**src/design/efts_pkg.sv**
```systemverilog
`timescale 1ns / 1ps

package efts_pkg;

  typedef enum logic [2:0] {
    REG_BASE_EPOCH  = 3'd0,
    REG_BASE_MILLIS = 3'd1,
    REG_BUILD_YEAR  = 3'd2,
    REG_BUILD_MONTH = 3'd3,
    REG_BUILD_DAY   = 3'd4
  } cfg_reg_t;

  typedef struct packed {
    logic [11:0] year;
    logic [3:0]  month;
    logic [4:0]  day;
  } civil_t;

  typedef struct packed {
    logic [4:0] hour;
    logic [5:0] minute;
    logic [5:0] second;
  } clock_t;

  localparam int unsigned FLOOR_YEAR   = 2024;
  localparam int unsigned CEIL_MARGIN  = 20;
  localparam int unsigned FAT_MIN_YEAR = 1980;
  localparam int unsigned FAT_MAX_YEAR = 2107;

  localparam logic [13:0] BUILD_YEAR_RESET  = 14'd2025;
  localparam logic [3:0]  BUILD_MONTH_RESET = 4'd1;
  localparam logic [4:0]  BUILD_DAY_RESET   = 5'd1;

  localparam logic [31:0] SECS_PER_DAY = 32'd86400;

  // Reciprocal multipliers: ceil(2^k / d), exact over the operand range used.
  localparam logic [28:0] DIV1000_M  = 29'(((64'd1 << 38) + 64'd999) / 64'd1000);
  localparam logic [25:0] DIV675_M   = 26'(((64'd1 << 35) + 64'd674) / 64'd675);
  localparam logic [17:0] DIV3600_M  = 18'(((64'd1 << 29) + 64'd3599) / 64'd3600);
  localparam logic [12:0] DIV60_M    = 13'(((64'd1 << 18) + 64'd59) / 64'd60);
  localparam logic [18:0] DIV1460_M  = 19'(((64'd1 << 29) + 64'd1459) / 64'd1460);
  localparam logic [18:0] DIV36524_M = 19'(((64'd1 << 34) + 64'd36523) / 64'd36524);
  localparam logic [18:0] DIV365_M   = 19'(((64'd1 << 27) + 64'd364) / 64'd365);
  localparam logic [9:0]  DIV100_M   = 10'(((64'd1 << 16) + 64'd99) / 64'd100);
  localparam logic [11:0] DIV153_M   = 12'(((64'd1 << 19) + 64'd152) / 64'd153);
  localparam logic [11:0] DIV5_M     = 12'(((64'd1 << 14) + 64'd4) / 64'd5);

  localparam logic [19:0] EPOCH_SHIFT = 20'd719468;
  localparam logic [19:0] ERA4_START  = 20'd584388;
  localparam logic [19:0] ERA5_START  = 20'd730485;
  localparam logic [17:0] LAST_DOE    = 18'd146096;

  localparam int unsigned SECS_LAT  = 6;
  localparam int unsigned DATE_LAT  = 11;
  localparam int unsigned CLOCK_LAT = 4;
  localparam int unsigned ALIGN_LAT = DATE_LAT - CLOCK_LAT;

endpackage

```
**src/design/efts_secs.sv**
```systemverilog
`timescale 1ns / 1ps

module efts_secs import efts_pkg::*; (
  input  logic        clk,
  input  logic        rst,
  input  logic        in_valid,
  input  logic [31:0] now_millis,
  input  logic [31:0] base_epoch,
  input  logic [31:0] base_millis,
  output logic        out_valid,
  output logic [15:0] days,
  output logic [16:0] sod
);

  logic        va, vb, vc, vd, ve;
  logic [31:0] diff;
  logic [60:0] prod1;
  logic [31:0] secs;
  logic [50:0] prod2;
  logic [31:0] secs_d;
  logic [15:0] days_e;
  logic [31:0] secs_e;

  always_ff @(posedge clk) begin
    if (rst) begin
      va        <= 1'b0;
      vb        <= 1'b0;
      vc        <= 1'b0;
      vd        <= 1'b0;
      ve        <= 1'b0;
      out_valid <= 1'b0;
    end else begin
      va        <= in_valid;
      vb        <= va;
      vc        <= vb;
      vd        <= vc;
      ve        <= vd;
      out_valid <= ve;
    end
  end

  always_ff @(posedge clk) begin
    diff   <= now_millis - base_millis;
    prod1  <= 61'(diff) * 61'(DIV1000_M);
    secs   <= base_epoch + 32'(prod1[60:38]);
    prod2  <= 51'(secs[31:7]) * 51'(DIV675_M);
    secs_d <= secs;
    days_e <= prod2[50:35];
    secs_e <= secs_d;
    days   <= days_e;
    sod    <= 17'(secs_e - 32'(days_e) * SECS_PER_DAY);
  end

  a_sod_range: assert property (@(posedge clk) disable iff (rst)
    out_valid |-> (sod < 17'(SECS_PER_DAY)))
    else $error("seconds of day out of range");

endmodule

```
**src/design/efts_clock.sv**
```systemverilog
`timescale 1ns / 1ps

module efts_clock import efts_pkg::*; (
  input  logic        clk,
  input  logic        rst,
  input  logic        in_valid,
  input  logic [16:0] sod,
  output logic        out_valid,
  output clock_t      hms
);

  logic        v1, v2, v3;
  logic [34:0] ph;
  logic [16:0] sod1;
  logic [4:0]  hr2, hr3;
  logic [11:0] rem2, rem3;
  logic [24:0] pmin;

  always_ff @(posedge clk) begin
    if (rst) begin
      v1        <= 1'b0;
      v2        <= 1'b0;
      v3        <= 1'b0;
      out_valid <= 1'b0;
    end else begin
      v1        <= in_valid;
      v2        <= v1;
      v3        <= v2;
      out_valid <= v3;
    end
  end

  always_ff @(posedge clk) begin
    ph         <= 35'(sod) * 35'(DIV3600_M);
    sod1       <= sod;
    hr2        <= ph[33:29];
    rem2       <= 12'(sod1 - 17'(ph[33:29]) * 17'd3600);
    pmin       <= 25'(rem2) * 25'(DIV60_M);
    hr3        <= hr2;
    rem3       <= rem2;
    hms.hour   <= hr3;
    hms.minute <= pmin[23:18];
    hms.second <= 6'(rem3 - 12'(pmin[23:18]) * 12'd60);
  end

  a_hms_range: assert property (@(posedge clk) disable iff (rst)
    out_valid |-> (hms.hour < 5'd24 && hms.minute < 6'd60 && hms.second < 6'd60))
    else $error("time of day out of range");

endmodule

```
**src/design/efts_date.sv**
```systemverilog
`timescale 1ns / 1ps

module efts_date import efts_pkg::*; (
  input  logic        clk,
  input  logic        rst,
  input  logic        in_valid,
  input  logic [15:0] days,
  output logic        out_valid,
  output civil_t      civ
);

  logic [9:0]  v;
  logic [19:0] z;
  logic        era_c;

  logic [17:0] doe1, doe2, doe3, doe4, doe5, doe6;
  logic        era1, era2, era3, era4, era5, era6, era7, era8, era9;
  logic [36:0] pa, pb, py;
  logic        cen;
  logic [17:0] t3;
  logic [8:0]  yoe5, yoe6, yoe7, yoe8, yoe9;
  logic [18:0] yc6;
  logic [17:0] n6;
  logic [6:0]  q4;
  logic [8:0]  doy7, doy8, doy9, doy10;
  logic [22:0] pm8, pd10;
  logic [3:0]  mp9, month10;
  logic [11:0] year10;

  assign z     = 20'(days) + EPOCH_SHIFT;
  assign era_c = (z >= ERA5_START);

  always_ff @(posedge clk) begin
    if (rst) begin
      v         <= '0;
      out_valid <= 1'b0;
    end else begin
      v         <= {v[8:0], in_valid};
      out_valid <= v[9];
    end
  end

  always_ff @(posedge clk) begin
    doe1 <= 18'(z - (era_c ? ERA5_START : ERA4_START));
    era1 <= era_c;

    pa   <= 37'(doe1) * 37'(DIV1460_M);
    pb   <= 37'(doe1) * 37'(DIV36524_M);
    cen  <= (doe1 == LAST_DOE);
    doe2 <= doe1;
    era2 <= era1;

    t3   <= doe2 - 18'(pa[36:29]) + 18'(pb[36:34]) - 18'(cen);
    doe3 <= doe2;
    era3 <= era2;

    py   <= 37'(t3) * 37'(DIV365_M);
    doe4 <= doe3;
    era4 <= era3;

    yoe5 <= py[35:27];
    doe5 <= doe4;
    era5 <= era4;

    yc6  <= 19'(yoe5) * 19'(DIV100_M);
    n6   <= 18'(yoe5) * 18'd365;
    q4   <= yoe5[8:2];
    yoe6 <= yoe5;
    doe6 <= doe5;
    era6 <= era5;

    doy7 <= 9'(doe6 - (n6 + 18'(q4) - 18'(yc6[18:16])));
    yoe7 <= yoe6;
    era7 <= era6;

    pm8  <= 23'({2'b00, doy7} * 11'd5 + 11'd2) * 23'(DIV153_M);
    doy8 <= doy7;
    yoe8 <= yoe7;
    era8 <= era7;

    mp9  <= pm8[22:19];
    doy9 <= doy8;
    yoe9 <= yoe8;
    era9 <= era8;

    pd10    <= 23'(11'(mp9) * 11'd153 + 11'd2) * 23'(DIV5_M);
    month10 <= (mp9 < 4'd10) ? mp9 + 4'd3 : mp9 - 4'd9;
    year10  <= 12'(yoe9) + (era9 ? 12'd2000 : 12'd1600) + 12'(mp9 >= 4'd10);
    doy10   <= doy9;

    civ.day   <= 5'(doy10 - pd10[22:14] + 9'd1);
    civ.month <= month10;
    civ.year  <= year10;
  end

  a_month_range: assert property (@(posedge clk) disable iff (rst)
    out_valid |-> (civ.month >= 4'd1 && civ.month <= 4'd12))
    else $error("month out of range");

  a_day_range: assert property (@(posedge clk) disable iff (rst)
    out_valid |-> (civ.day != 5'd0 && civ.year >= 12'd1970))
    else $error("day or year out of range");

endmodule

```
**src/design/epoch_to_fat_timestamp.sv**
```systemverilog
`timescale 1ns / 1ps
// Each accepted start passes the seconds split, then the civil-date chain, then the done register.
// Throughput: one item per cycle; busy stays low, fully pipelined reciprocal multipliers.
// The longest path is the civil-date chain (11 stages), with seconds split (6) ahead of it.
// Reset (rst, synchronous) clears all valid bits and loads the register defaults.
// The receiver cannot stall: each result shows for exactly one cycle with done.

module epoch_to_fat_timestamp import efts_pkg::*; (
  input  logic        clk,
  input  logic        rst,
  input  logic        start,
  output logic        busy,
  input  logic [31:0] now_millis,
  input  logic        cfg_valid,
  output logic        cfg_ready,
  input  logic [2:0]  cfg_index,
  input  logic [31:0] cfg_data,
  output logic        done,
  output logic [15:0] fat_date,
  output logic [15:0] fat_time
);

  logic [31:0] base_epoch;
  logic [31:0] base_millis;
  logic [13:0] build_year;
  logic [3:0]  build_month;
  logic [4:0]  build_day;

  logic        secs_valid;
  logic [15:0] days;
  logic [16:0] sod;
  logic        date_valid;
  civil_t      civ;
  logic        clock_valid;
  clock_t      hms;
  clock_t      align [ALIGN_LAT];

  logic        clock_ok;
  logic        build_ok;
  logic [15:0] date_clock;
  logic [15:0] date_build;

  assign busy      = 1'b0;
  assign cfg_ready = 1'b1;

  always_ff @(posedge clk) begin
    if (rst) begin
      base_epoch  <= '0;
      base_millis <= '0;
      build_year  <= BUILD_YEAR_RESET;
      build_month <= BUILD_MONTH_RESET;
      build_day   <= BUILD_DAY_RESET;
    end else if (cfg_valid && cfg_ready) begin
      unique case (cfg_reg_t'(cfg_index))
        REG_BASE_EPOCH:  base_epoch  <= cfg_data;
        REG_BASE_MILLIS: base_millis <= cfg_data;
        REG_BUILD_YEAR:  build_year  <= cfg_data[13:0];
        REG_BUILD_MONTH: build_month <= cfg_data[3:0];
        REG_BUILD_DAY:   build_day   <= cfg_data[4:0];
        default: ;
      endcase
    end
  end

  efts_secs u_secs (
    .clk         (clk),
    .rst         (rst),
    .in_valid    (start && !busy),
    .now_millis  (now_millis),
    .base_epoch  (base_epoch),
    .base_millis (base_millis),
    .out_valid   (secs_valid),
    .days        (days),
    .sod         (sod)
  );

  efts_date u_date (
    .clk       (clk),
    .rst       (rst),
    .in_valid  (secs_valid),
    .days      (days),
    .out_valid (date_valid),
    .civ       (civ)
  );

  efts_clock u_clock (
    .clk       (clk),
    .rst       (rst),
    .in_valid  (secs_valid),
    .sod       (sod),
    .out_valid (clock_valid),
    .hms       (hms)
  );

  // Hold the time of day until the matching date arrives.
  always_ff @(posedge clk) begin
    align[0] <= hms;
    for (int i = 1; i < ALIGN_LAT; i++) begin
      align[i] <= align[i-1];
    end
  end

  assign clock_ok = (base_epoch != 32'd0)
                 && (civ.year >= 12'(FLOOR_YEAR))
                 && (15'(civ.year) <= 15'(build_year) + 15'(CEIL_MARGIN));
  assign build_ok = (build_year >= 14'(FAT_MIN_YEAR)) && (build_year <= 14'(FAT_MAX_YEAR));

  assign date_clock = {7'(civ.year - 12'(FAT_MIN_YEAR)), civ.month, civ.day};
  assign date_build = build_ok ? {7'(build_year - 14'(FAT_MIN_YEAR)), build_month, build_day}
                               : {7'd0, 4'd1, 5'd1};

  always_ff @(posedge clk) begin
    if (rst) begin
      done <= 1'b0;
    end else begin
      done <= date_valid;
    end
  end

  always_ff @(posedge clk) begin
    if (clock_ok) begin
      fat_date <= date_clock;
      fat_time <= {align[ALIGN_LAT-1].hour, align[ALIGN_LAT-1].minute,
                   align[ALIGN_LAT-1].second[5:1]};
    end else begin
      fat_date <= date_build;
      fat_time <= '0;
    end
  end

  a_paths_aligned: assert property (@(posedge clk) disable iff (rst)
    clock_valid |-> ##(ALIGN_LAT) date_valid)
    else $error("time and date paths out of step");

endmodule
```
**config.mk**
```make
export PLATFORM = sky130hd
export DESIGN_NAME = epoch_to_fat_timestamp
export DESIGN_NICKNAME = d
export VERILOG_FILES = /design/src/design/efts_pkg.sv /design/src/design/efts_secs.sv /design/src/design/efts_clock.sv /design/src/design/efts_date.sv /design/src/design/epoch_to_fat_timestamp.sv
export SDC_FILE = /design/constraint.sdc
export NUM_CORES = 2
export LEC_CHECK = 0
export ABC_CLOCK_PERIOD_IN_PS = 11500
export BUFFER_PORTS_ARGS = -buffer_cell sky130_fd_sc_hd__clkbuf_2
export CORE_MARGIN = 1.5
export CORE_UTILIZATION = 50
export CTS_CLUSTER_SIZE = 24
export DETAILED_ROUTE_END_ITERATION = 7
export PLACE_DENSITY = 0.66
export SYNTH_ARGS = -nofsm -noshare
export SYNTH_HDL_FRONTEND = slang
export SYNTH_HIERARCHICAL = 1
export SYNTH_SLANG_ARGS = --single-unit
```
**constraint.sdc**
```tcl
create_clock -name clk -period 11.5 [get_ports clk]
set_input_delay 0.575 -clock clk [delete_from_list [all_inputs] [get_ports clk]]
set_output_delay 0.575 -clock clk [all_outputs]
set_load 0.02 [all_outputs]
```
**After elaboration in Yosys (flattened, before gate mapping)**

Memories as Yosys holds them, arrays and structs flattened. A register that Yosys moved wholly into a read port is not among the register bits.
Cells that the tools add are included.

- Register bits after elaboration: 881
- Bits in writable memories: 119
- Input port bits: 71
- Output and inout port bits: 35
- Logic and storage cells: 143
- Memories: 1

- $add $sub $neg: 24
- Multiply operators: 16
- $lt $le $gt $ge: 7
- Equal/unequal tests: 5
- Multiplexer cells: 5
- Reduce and logical (&&, ||, !) cells: 11

Memory list:

| memory | words | bits a word | rd ports | clocked after Yosys merged registers in | wr ports | line | source |
|---|---|---|---|---|---|---|---|
| align | 7 | 17 | 7 | 1 | 7 | epoch_to_fat_timestamp.sv:36 | `clock_t align [ALIGN_LAT];` |

Operators with widths:

| operator | number |
|---|---|
| $mul A32 B29 Y61 const B | 1 |
| $mul A25 B26 Y51 const B | 1 |
| $mul A18 B19 Y37 const B | 1 |
| $mul A17 B18 Y34 const B | 1 |
| $mul A18 B16 Y34 const B | 1 |
| $mul A18 B16 Y33 const B | 1 |
| $add A32 B23 Y32 | 1 |
| $mux W16 | 2 |
| $reduce_bool A32 Y1 | 1 |
| $sub A32 B32 Y32 | 1 |
| $add A12 B2 Y13 const B | 2 |
| $mul A12 B12 Y23 const B | 1 |
| $mul A23 B12 Y23 const B | 1 |
| $add A16 B20 Y20 const B | 1 |
| $ge A20 B20 Y1 const B | 1 |
| $mul A13 B12 Y19 const B | 1 |
| $add A18 B3 Y18 | 1 |
| $eq A18 B18 Y1 const B | 1 |
| $mux W18 | 1 |
| $sub A18 B1 Y18 | 1 |
| $sub A18 B18 Y18 | 1 |
| $sub A18 B8 Y18 | 1 |
| $sub A17 B17 Y17 | 1 |
| $mul A16 B10 Y10 const B | 1 |
| 34 further kinds | 42 |

**Logic depth before layout (Yosys ltp)**

- Depth in word-level cells: 4
- Gate-level depth with buffers: 29

**Modules after synthesis**

The synthesis kept the hierarchy.

By module, submodules not included:

| module | instances | cells each | area each (um^2) | sequential area each (um^2) |
|---|---|---|---|---|
| efts_secs | 1 | 3186 | 31637.8 | 3843.7 |
| efts_date | 1 | 2857 | 29973.7 | 5205.0 |
| efts_clock | 1 | 738 | 7647.3 | 1441.4 |
| epoch_to_fat_timestamp | 1 | 686 | 7084.3 | 4644.5 |

**Worst setup path after synthesis**

OpenSTA, ideal clock, no wires.

- Kind: register to register
- Start point: register u_secs.diff[24]
- End point: register u_secs.prod1[54]
- Library setup time: 0.120 ns
- Data arrival time: 6.280 ns
- Required time: 11.380 ns
- Slack: 5.099 ns
- Cell stages (with the launch flop): 26
- Buffers on the path: 0
- Cells stage by stage: dfxtp_1 -> ha_1 -> fa_1 -> fa_1 -> inv_1 -> fa_1 -> inv_1 -> fa_1 -> inv_1 -> fa_1 -> inv_1 -> fa_1 -> inv_1 -> fa_1 -> inv_1 -> ha_1 -> nand2_1 -> o21ai_0 -> a21oi_1 -> nor3_1 -> o21a_1 -> o31ai_1 -> and4_1 -> o32ai_1 -> a21oi_1 -> xnor2_1

- Longest elaborated chain between the ends: 1

RTL lines:

| item | line | source |
|---|---|---|
| start: declaration | efts_secs.sv:16 | `logic [31:0] diff;` |
| start signal: assignment | efts_secs.sv:43 | `diff <= now_millis - base_millis;` |
| $mul A32 B29 Y61 | efts_secs.sv:44 | `prod1 <= 61'(diff) * 61'(DIV1000_M);` |
| end signal: assignment | efts_secs.sv:44 |  |
| end: declaration | efts_secs.sv:17 | `logic [60:0] prod1;` |

No other way between the ends.
A chain may end at the register's enable or synchronous reset.

**Worst setup path in the final report**

- Start point: register u_secs.diff[17]
- End point: register u_secs.prod1[58]

Same word-level chain as after synthesis.

==> reports/results.tsv <==
stage	metric	value	unit
run	max_cap viols	0	
timing	Worst slew margin	29.9	%
placement	PortBufs	103	
outcome	run status	completed	
critical_path	R2R Path Start	u_secs/diff[17]$_DFF_P_	
routing	vias per inst	5.06	
timing	setup ws final	3.79	ns
critical_path	CP Buf/Inv Count	4	
timing	fin. max-slew vios	0	
finish	fin nets	10400	
die	Rows	143	
critical_path	CP max-delay cell	dfxtp_1	
timing	endpoints failing hold	0	
routing	routed len/inst	18.0	um
timing	post-route clock period utilization	67.1	%
critical_path	cell chain of the critical path	ha_1 -> fa_1 -> fa_1 -> inv_1 -> fa_1 -> inv_1 -> fa_1 -> fa_1 -> fa_1 -> inv_1 -> fa_1 -> inv_1 -> ha_1 -> and3_1 -> and3_1 -> nand4_1 -> nand3_1 -> o21ai_0 -> a31oi_1 -> o311ai_0 -> nand2b_1 -> a21oi_1 -> xnor2_1	
die	Die H	393	um
timing	fmax	130	MHz
clocking	hold_buf cts	0	
clocking	CTS H-tree lvls	3	
placement	pre-CTS setup slack	3.84	ns
worst_hold_path	Hold WC Path Type	in2reg	
die	Die Width	393	um
grt	initial antenna violation count	7	
critical_path	CP max stage delay	0.78	ns
clocking	Longest Clk Path Bufs	3	
clocking	CTS sink cnt	750	
die	Core ar.	152000	sq um
finish	Area Overhead vs Synth	7.99	%
critical_path	capturing point of the worst reg2reg path	u_secs/prod1[58]$_DFF_P_	
yosys	Yosys Warn Count	6	
critical_path	CP max FO	10	
critical_path	Crit path depth	23	
clocking	post-CTS sizing	0	
clocking	Worst-path clk slew	0.06	ns
timing	setup tns final	0	ns
clocking	CTS root buf	clkbuf_16	
clocking	Num CTS Buffers	83	
worst_hold_path	Min-Delay Path Depth	2	
routing	initial DRC count	2241	
clocking	clk_lat worst skew	0.72	ns
critical_path	startpoint types	flip-flop	
critical_path	r2r setup slk	3.79	ns
timing	Final min period	7.71	ns
grt	total grt overflow	0	
worst_hold_path	worst hold start	start	
timing	skew final	0.0576	ns
critical_path	R2R depth	23	
placement	hpwl dp	149000	um
routing	DRC violations left	0	
timing	RSZ-0062 raised after global routing	no	
grt	vias in the first global route	52300	
routing	Vias	49200	
critical_path	crit path kind	reg2reg	
yosys	Mapped Area	76200	sq um
critical_path	required time of the critical path	12.10	ns
finish	most common cell after layout, fill and taps aside	inv_1	
clocking	Post-CTS Setup Bufs	0	
finish	layout cells sized above 1	4.31	%
yosys	Mean Syn Cell Area	10.2	sq um
grt	first-pass GRT wire length	283000	um
critical_path	Crit path top cell by count	fa_1	
yosys	syn nets	10200	
grt	largest net degree at the start of global routing	60	
critical_path	Worst setup EP type	flip-flop	
grt	All-Layer GR Usage	23.3	%
clocking	CTS tree	yes	
timing	Slew @ Worst Pin	1.05	ns
finish	commonest cells after routing, fill and taps aside	2,000 x inv_1, 1,711 x ha_1, 999 x fa_1, 750 x dfxtp_1, 306 x nand2_1	
routing	ANT nets after route	0	
die	I/O Pins	106	
routing	routed wire length	175000	um
critical_path	Critical Path AT	8.31	ns
die	die area	155000	sq um
timing	worst hold slack	0.118	ns
yosys	post-synthesis cell count	7457	
routing	Initial DRT Pass Iterations	5	
critical_path	family with the most delay on the worst path	adder cells	
worst_hold_path	Worst Hold End	u_secs/va$_SDFF_PP0_	
timing	Finish-stage setup viols	0	
placement	GPL Wtd Cong	0.934	
die	initial core utilization	50.3	%
## final cells by class
| class | instances | area (sq um) |
|---|---|---|
| Fill cell | 13400 | 69300 |
| Multi-Input combinational cell | 4661 | 53500 |
| Sequential cell | 750 | 15000 |
| Inverter | 2000 | 7510 |
| Tap cell | 2030 | 2540 |
| Clock buffer | 98 | 2220 |
| Clock inverter | 53 | 852 |
| Timing Repair Buffer | 123 | 668 |
| Antenna cell | 1 | 2.50 |
## through the flow
step	std cells	area, sq um	utilization (%)
2_1_floorplan	7457	76200	-
3_3_place_gp	9564	79200	52.3
3_5_place_dp	9564	79200	52.3
4_1_cts	9715	82300	54.3
5_1_grt	9715	82300	54.3
6_report	9716	82300	54.3
## worst reg2reg max path, stage by stage, from the launching register on
cell and delay, ns:
dfxtp_1 0.78, ha_1 0.40, fa_1 0.39, fa_1 0.49, inv_1 0.05, fa_1 0.47, inv_1 0.05, fa_1 0.48
fa_1 0.50, fa_1 0.49, inv_1 0.05, fa_1 0.51, inv_1 0.05, ha_1 0.30, and3_1 0.21, and3_1 0.24
nand4_1 0.10, nand3_1 0.09, o21ai_0 0.44, a31oi_1 0.32, o311ai_0 0.69, nand2b_1 0.19, a21oi_1 0.21, xnor2_1 0.13
## worst max-delay path by stage
| stage | startpoint | end |
|---|---|---|
| after floorplan | u_secs/diff[24]$_DFF_P_ | u_secs/prod1[54]$_DFF_P_ |
| after global placement | u_secs/diff[17]$_DFF_P_ | u_secs/prod1[58]$_DFF_P_ |
| after detailed placement | u_secs/diff[17]$_DFF_P_ | u_secs/prod1[58]$_DFF_P_ |
| after CTS | u_secs/diff[19]$_DFF_P_ | u_secs/prod1[58]$_DFF_P_ |
| after global routing | u_secs/diff[17]$_DFF_P_ | u_secs/prod1[58]$_DFF_P_ |
| final | u_secs/diff[17]$_DFF_P_ | u_secs/prod1[58]$_DFF_P_ |
## registers in the layout, indices dropped and copies added (netlist names), 17 cells and up
signal and count:
u_secs/diff 32, u_secs/sod 17, base_epoch 32, u_secs/prod1 23
base_millis 32, align 112, u_secs/secs_e 17, u_secs/secs_d 17
u_date/t3 18, u_secs/secs 32, u_date/civ 21, u_date/doe1 18
## layer usage
layer / part of all wire, % / vias up / global-route usage (%) / wire [um]
met1: 46 / 24200 / 32.2 / 80600
met4: 3.1 / 2 / 7.00 / 5400
li1: - / 23800 / - / -
met2: 46 / 899 / 37.8 / 80700
met5: 0.0074 / - / 0 / 13
met3: 4.5 / 250 / 3.15 / 7860
Power is not shown: default switching activity piles up to over one toggle a cycle in this logic, so the estimate is an artifact.
